### src/rtl/core/qau_pkg.sv
package qau_pkg;
  localparam int unsigned DataWidthDef = 16;
  localparam int unsigned FracBitsDef  = 12;

  typedef enum logic [1:0] {
    CMD_ADD = 2'd0,
    CMD_MUL = 2'd1,
    CMD_INV = 2'd2,
    CMD_MAG = 2'd3
  } qau_cmd_t;
endpackage

### src/rtl/core/qau_sqrt.sv
// Pipelined integer square root, one result bit per stage, saturating.
module qau_sqrt
  import qau_pkg::*;
#(
  parameter int unsigned DATA_WIDTH = DataWidthDef,
  parameter int unsigned IN_W       = 2 * DATA_WIDTH + 2
) (
  input  logic                  clk,
  input  logic                  en,
  input  logic [IN_W-1:0]       rad,
  output logic [DATA_WIDTH-1:0] root
);
  localparam int unsigned STEPS = (IN_W + 1) / 2;
  localparam int unsigned EW = 2 * STEPS;
  localparam int unsigned RW = STEPS + 2;

  logic [EW-1:0]    x_r   [STEPS+1];
  logic [RW-1:0]    rem_r [STEPS+1];
  logic [STEPS-1:0] res_r [STEPS+1];

  always_ff @(posedge clk) begin
    if (en) begin
      x_r[0]   <= EW'(rad);
      rem_r[0] <= '0;
      res_r[0] <= '0;
    end
  end

  for (genvar s = 0; s < STEPS; s++) begin : g_step
    logic [RW+1:0] tr;
    logic [RW+1:0] tst;
    logic          ge;
    always_comb begin
      tr  = {rem_r[s], x_r[s][EW-1 -: 2]};
      tst = (RW+2)'({res_r[s], 2'b01});
      ge  = tr >= tst;
    end
    always_ff @(posedge clk) begin
      if (en) begin
        x_r[s+1]   <= x_r[s] << 2;
        rem_r[s+1] <= RW'(ge ? tr - tst : tr);
        res_r[s+1] <= {res_r[s][STEPS-2:0], ge};
      end
    end
  end

  always_comb begin
    if (|res_r[STEPS][STEPS-1:DATA_WIDTH]) root = '1;
    else root = res_r[STEPS][DATA_WIDTH-1:0];
  end
endmodule

### config.mk
export PLATFORM = sky130hd
export DESIGN_NAME = qau_sqrt
export DESIGN_NICKNAME = d
export VERILOG_FILES = /design/src/rtl/core/qau_pkg.sv /design/src/rtl/core/qau_sqrt.sv
export SDC_FILE = /design/constraint.sdc
export NUM_CORES = 1
export LEC_CHECK = 0
export BUFFER_PORTS_ARGS = -buffer_cell sky130_fd_sc_hd__buf_2
export CAP_MARGIN = 20
export CORE_ASPECT_RATIO = 0.7
export CORE_MARGIN = 2
export CORE_UTILIZATION = 42
export CTS_BUF_LIST = sky130_fd_sc_hd__clkbuf_8 sky130_fd_sc_hd__clkbuf_16
export DETAILED_ROUTE_END_ITERATION = 7
export PLACE_DENSITY = 0.64
export SLEW_MARGIN = 10
export SYNTH_ARGS = -nofsm -noshare
export SYNTH_HDL_FRONTEND = slang
export SYNTH_SLANG_ARGS = --single-unit
### constraint.sdc
create_clock -name clk -period 4.25 [get_ports clk]
set_input_delay 0.2125 -clock clk [delete_from_list [all_inputs] [get_ports clk]]
set_output_delay 0.2125 -clock clk [all_outputs]
set_load 0.02 [all_outputs]
==> results of run 1 <==
## cells in the mapped netlist (all sizes together), types with 20 or more instances
| library cell | n |
|---|---|
| or2 | 27 |
| o21ai | 117 |
| nor2b | 34 |
| ha | 171 |
| a21oi | 149 |
| nor4 | 34 |
| nor3 | 62 |
| edfxtp | 741 |
| o21a | 42 |
| xor2 | 101 |
| a21o | 43 |
| nor2 | 173 |
| mux2 | 26 |
| nand3 | 33 |
| xnor2 | 115 |
| nand2b | 47 |
| inv | 202 |
| nand2 | 152 |
| clkbuf | 20 |
## layout by cell type, fill, tap and decap left out, types with 16 or more instances in the layout
| cell type | Yosys | routed |
|---|---|---|
| a21o_1 | 43 | 43 |
| a21oi_1 | 149 | 149 |
| buf_2 | 7 | 50 |
| clkbuf_16 | 0 | 78 |
| clkinv_1 | 1 | 19 |
| dlygate4sd3_1 | 0 | 34 |
| edfxtp_1 | 741 | 741 |
| ha_1 | 171 | 171 |
| inv_1 | 199 | 215 |
| mux2_2 | 25 | 25 |
| nand2_1 | 152 | 152 |
| nand2b_1 | 46 | 46 |
| nand3_1 | 33 | 33 |
| nand4_1 | 19 | 19 |
| nor2_1 | 173 | 173 |
| nor2b_1 | 34 | 34 |
| nor3_1 | 59 | 59 |
| nor4_1 | 33 | 33 |
| o21a_1 | 42 | 42 |
| o21ai_0 | 114 | 114 |
| or2_2 | 24 | 24 |
| or3_1 | 16 | 16 |
| xnor2_1 | 115 | 115 |
| xor2_1 | 101 | 101 |
## sequential cells by signal, summed over array words and instances, names as in the netlist
| register | count |
|---|---|
| rem_r | 282 |
| x_r | 306 |
| res_r | 153 |
## metal layers
layer | track usage [%] | wire length (µm) | share of wire [%]
met5 | 0 | 0 | 0
met4 | 4.352 | 1182 | 2.0
met3 | 3.253 | 3859 | 6.5
met2 | 20.81 | 24870 | 42
met1 | 22.21 | 29920 | 50
## cell type report
| cell class | count | area (µm²) |
|---|---|---|
| inverters | 203 | 767.0 |
| flip-flops and latches | 741 | 22250 |
| clock buffers | 78 | 1952 |
| clock inverters | 62 | 539.3 |
| repair buffers | 102 | 808.3 |
| multi-input cells | 1521 | 10430 |
| fillers | 6809 | 40810 |
| well taps | 1056 | 1321 |
## power by group through the flow
stage,Clock [µW],Combinational [µW],Sequential [µW]
2_1_floorplan,0,1900,9430
3_3_place_gp,0,2500,9580
3_5_place_dp,0,2570,9600
4_1_cts,6770,2610,9450
5_1_grt,7050,2940,9530
6_report,6580,2630,9440
## what timing repair did
| item | CTS | global route |
|---|---|---|
| buffers inserted | 0 | 0 |
| endpoints found under the hold margin | 34 | 0 |
| hold buffers | 34 | 0 |
## final timing paths
path / cells past startpoint / to / start
worst max-delay path: 8 / rem_r[14][6] / rem_r[13][2]
worst min-delay path: 1 / x_r[0][1] / en
worst max register to register: 8 / rem_r[14][6] / rem_r[13][2]
worst min register to register: 0 / x_r[6][32] / x_r[5][30]
## cell families after synthesis
family                     after synthesis  synth area share (%)
muxes                                   32                 1.062
DFF                                    741                 66.29
xor gates and xnor gates               216                 5.636
AOI/OAI and AO/OA                      447                 8.182
and+or+nand+nor                        654                 9.780
buffers and inverters                  233                 2.669
adders and majority gates              171                 6.374
other                                    1               0.01117
## stage by stage
step | hold WS [ns] | area, µm² | std cells | power [µW]
after detailed placement | 0.3906 | 35240 | 3589 | 12170
after CTS | 0.1462 | 38070 | 3763 | 18830
final | 0.1515 | 38070 | 3763 | 18650
after global placement | 0.3884 | 35240 | 3589 | 12080
after floorplan | 0.3114 | 33570 | 2495 | 11330
after global routing | 0.1791 | 38070 | 3763 | 19520
==> summary.txt, run 1 <==
Layout
  – Antenna cell count: 0
  – Utilization after layout: 48.26%
  – Layout cell share with drive strength beyond 1: 9.051%
  – P&R area growth vs syn: 13.40%
  – Nets: 2852

Setup path
  – Critical path cell sequence: ha_1 -> o21a_1 -> a2bb2oi_1 -> a221oi_1 -> and3_1 -> o21ai_2 -> buf_4 -> mux2_2
  – Max FO, Critical Path: 21
  – Max stage delay on crit path: approximately 0.43 ns
  – WS Path Type: flop to flop
  – Slowest CP cell: ha_1
  – Worst setup EP type: flop
  – Critical path buffers and inverters: 1
  – CP top delay family: compound AO/OA/AOI/OAI gates
  – Reg-to-reg slack, setup: 0.97 ns
  – Worst EP arrival: 3.66 ns
  – CP startpoint kind: flop
  – Worst Path Required: 4.63 ns

Power
  – Flop pwr share: 50.6%
  – Combinational power share: 14.1%
  – Worst IR drop on VDD: approximately 0.37 mV
  – Clk pwr share: 35.3%
  – Cell Int Power: 13940 µW
  – Leakage: 0.01459 µW
  – Switching power: approximately 4700 µW
  – Power per cell area: 489.8 nW/µm²
  – Net Sw Frac: about 25%

STA
  – RSZ-0062 raised after global routing: false
  – Setup_tns: 0 ns
  – Period utilisation layout: 77.12%
  – Slew Limit Headroom: 36.87%
  – Highest clock rate: 305.1 MHz
  – Final setup violation count: 0
  – Slew @ Worst Pin: 0.9384 ns
  – Final min period: 3.278 ns
  – Fin. max-slew vios: 0
  – Setup WS post-layout: 0.9724 ns
  – Fin Clk Skew: 0.03090 ns
  – Hold Vio Cnt, Final: 0

Clocking
  – Post-CTS sizing: 0
  – Worst skew pair latency: 0.63 ns
  – CTS Buffer Depth: 3
  – Root buf cell: clkbuf_16
  – Num CTS Buffers: 76
  – H-tree Lvls: 3
  – Register clock-pin slew on the reported worst setup and hold paths: 0.06 ns
  – CTS tree: done
  – Clk sink count: ~740

Global routing
  – First-pass GRT wire length: 97460 µm
  – Grt ovf: 0
  – Largest net degree at the start of global routing: 109
  – Initial antenna violation count: 0
  – Tot GR Track Use: between 10% and 20%
  – Vias in the first global route: 18669

Logic synthesis
  – Syn Nets: 2702
  – Synth area leaders: edfxtp_1 66%, ha_1 6.4%, xnor2_1 3.0%, xor2_1 2.6%, inv_1 2.2%
  – FFs w/ async S/R, synth: 0%
  – Largest area contributor in the netlist: edfxtp_1
  – Top FF cell, synth: edfxtp_1
  – Syn Inst Count: 2495
  – Post-synth EDFFs: 741
  – Sequential-to-total area share from yosys stat: roughly two thirds
  – Mean Syn Cell Area: 13.45 µm²
  – Synth Register Bits: 741
  – Top-area cell type share of the netlist area: 66.29%
  – Post-Syn Area: 33570 µm²
  – Warnings, synthesis: 0
  – Post-synthesis cell type count: between 80 and 90

Placed design
  – IO Port Bufs: just over 50
  – Placement Setup Slack: 1.030 ns
  – Post-DP HPWL: around 42000 µm
  – Gp weighted congestion: 0.8741

Route
  – DRT Pass-1 Iters: 6
  – DRT iter0 DRCs: 1821
  – Post-route DRC violation count: 0
  – Via/cell ratio: approximately 5
  – Routed WL: 59830 µm
  – Post-route ant nets: 0
  – DR WL/cell: about 16 µm
  – Vias: a little under 20000

Min path
  – Hold Path Class: input pin to flop

Die
  – Core Rows: 86
  – Die height: 240.5 µm
  – IO Count: 52
  – Initial Util: 42.56%
  – Die area: 82240 µm²
  – CORE AREA: 78870 µm²
  – Chip width: 341.9 µm

Outcome
  – Status: finished clean

Run
  – Max cap viols: 0
Note: power is estimated with default switching activity, not from simulation.
==> run 2, diff against run 1 <==
PLACE_DENSITY = 0.66   (was 0.64)
clock period = 3 ns   (was 4.25 ns; I/O delays follow)
==> summary.txt, run 2 (synthesis gave the netlist of run 1 again) <==
Global routing
  – Grt ovf: 0 (unchanged)
  – Initial antenna violation count: 1 (+1)
  – Vias in the first global route: 18846 (+0.95%)
  – First-pass GRT wire length: 96680 µm (-0.81%)
  – Largest net degree at the start of global routing: 104 (-4.6%)
  – Tot GR Track Use: 14.45% (-0.16 points)

STA
  – Fin. max-slew vios: 0 (unchanged)
  – Period utilisation layout: 95.89% (+19 points)
  – Highest clock rate: 347.6 MHz (+14%)
  – Slew @ Worst Pin: 0.7536 ns (-0.1848 ns)
  – Setup_tns: 0 ns (unchanged)
  – Final min period: 2.877 ns (-0.4008 ns)
  – Slew Limit Headroom: 49.30% (+12 points)
  – Hold Vio Cnt, Final: 0 (unchanged)
  – Final setup violation count: 0 (unchanged)
  – Fin Clk Skew: 0.01258 ns (-0.01832 ns)

Layout
  – Largest regs: x_r x306, rem_r x282, res_r x153
  – Layout cell share with drive strength beyond 1: 10.61% (+1.6 points)
  – Most frequent cells in the layout: 741 x edfxtp_1, 210 x inv_1, 172 x nor2_1, 170 x ha_1, 152 x nand2_1
  – Multi-input logic area: 10510 µm² (+0.73%)
  – Nets: 2884 (+1.1%)
  – Final non-filler cell area: 38400 µm² (+0.86%)
  – Sequential Area: 22250 µm² (unchanged)
  – Antenna cell count: 0 (unchanged)
  – Largest Register: x_r
  – Filler cells: 6744 (-0.95%)
  – Largest register FFs: 306 (unchanged)
  – Finished Layout Cells: 3788 (+0.66%)
  – P&R area growth vs syn: 14.38%
  – Most common cell after layout, fill and taps aside: edfxtp_1

Placed design
  – Dpl cell area: 35540 µm² (+0.87%)
  – Inst Count DP: 3620 (+0.86%)
  – Gp weighted congestion: 0.8892 (+1.7%)
  – Post-DP HPWL: 41560 µm (-0.63%)
  – IO Port Bufs: 51 (unchanged)

Clocking
  – Root buf cell: clkbuf_16
  – Clk sink count: 741 (unchanged)
  – CTS Buffer Depth: 3 (unchanged)
  – Num CTS Buffers: 75 (-1.3%)
  – Worst skew pair latency: 0.60 ns (-0.03 ns)
  – H-tree Lvls: 3 (unchanged)
  – CTS tree: done
  – Register clock-pin slew on the reported worst setup and hold paths: 0.06 ns (about the same)

Min path
  – Cell depth of the worst min-delay path: 2 (+1)
  – Hold Path Class: input pin to flop
  – Source of the worst hold timing path: rad[33]
  – Hold EP: x_r[0][33]

Route
  – Post-route DRC violation count: 0 (unchanged)
  – DRT iter0 DRCs: 1581 (-13%)
  – Post-route ant nets: 0 (unchanged)
  – DRT Pass-1 Iters: 8 (+2)
  – Vias: 19384 (+0.077%)
  – DR WL/cell: 15.58 µm (-2.0%)
  – Via/cell ratio: 5.117 (-0.58%)
  – Routed WL: 59010 µm (-1.4%)

Die
  – Chip width: 341.9 µm (unchanged)
  – IO Count: 52 (unchanged)
  – Die area: 82240 µm² (unchanged)
  – CORE AREA: 78870 µm² (unchanged)
  – Core Rows: 86 (unchanged)
  – Die height: 240.5 µm (unchanged)
  – Initial Util: 42.56% (unchanged)

Run
  – Max cap viols: 0 (unchanged)

Setup path
  – Worst flop-to-flop path endpoint: rem_r[10][16]
  – CP startpoint kind: flop
  – Worst Reg-to-Reg Cells: 9 (+1)
  – Worst setup EP type: flop
  – RR Startpoint: rem_r[9][2]
  – Worst EP arrival: 3.21 ns (-0.45 ns)
  – Reg-to-reg slack, setup: 0.12 ns (-0.85 ns)
  – WS Path Type: flop to flop
  – Max FO, Critical Path: 4 (-81%)
  – Worst Path Required: 3.33 ns (-1.30 ns)

Power
  – Power per cell area: 685.1 nW/µm² (+40%)
  – Leakage: 0.01472 µW (+0.90%)
  – Worst IR drop on VDD: 0.5251 mV (+41%)

Outcome
  – Status: finished clean
[run 2: cell types whose count changed in the layout (fill, tap and decap cells not counted), sizes merged]
cell and change:
clkbuf -2, dlygate4sd3 +1, buf +32, bufinv +1, clkinvlp +2, clkinv -7, inv -2
[run 2: worst max path at each step]
stage,start,to,slack [ns],depth (start not counted)
floorplan,rem_r[7][0],rem_r[8][5],0.38,11
global placement,rem_r[12][4],rem_r[13][16],0.17,9
detailed placement,rem_r[11][0],rem_r[12][15],0.03,9
CTS,rem_r[12][4],rem_r[13][16],0.03,9
global route,rem_r[6][0],rem_r[7][17],-0.004,9
finish,rem_r[9][2],rem_r[10][16],0.12,9
[run 2: power by group]
group	switching (µW)	internal [µW]
registers	635	12800
logic	2080	1680
clock network	3820	5320
[run 2: final cells by class]
cell class	count	share of cell area (%)
flip-flops and latches	741	57.95
multi-input cells	1521	27.36
clock buffers	76	4.953
well taps	1056	3.441
repair buffers	135	2.952
inverters	203	1.998
clock inverters	56	1.343
[run 2: worst max-delay path, cell delays in order (launching register included)]
cell and delay [ns]:
edfxtp_1 0.41, ha_2 0.24, or3_1 0.42, o22ai_4 0.19, nor2_1 0.08, or4b_1 0.55, or2_1 0.27, or3b_1 0.23
nor4_1 0.08, xor2_1 0.15
[run 2: timing repair]
action,4_1_cts,5_1_grt
resized for setup,1,17
endpoints found under the setup margin,1,39
hold buffers,35,0
setup buffers,0,1
pin swaps,0,2
endpoints found under the hold margin,78,0
[run 2: layer usage]
| metal | vias to the layer above | global-route usage [%] | share of wire, % |
|---|---|---|---|
| met5 | - | 0 | 0 |
| met3 | 88 | 3.064 | 6.5 |
| li1 | 9556 | - | - |
| met2 | 476 | 21.02 | 42 |
| met1 | 9264 | 21.92 | 50 |
| met4 | 0 | 3.738 | 1.9 |
[run 2: metrics by stage]
step | hold WS (ns) | total power [µW] | util (%) | setup slack (ns)
final | 0.2467 | 26300 | 48.68 | 0.1233
after global routing | 0.2181 | 27560 | 48.68 | -0.004351
after CTS | 0.1986 | 26550 | 48.58 | 0.03183
after detailed placement | 0.3281 | 17270 | 45.06 | 0.02548
after global placement | 0.3285 | 17100 | 45.06 | 0.1652
after floorplan | 0.2489 | 16050 | - | 0.3840
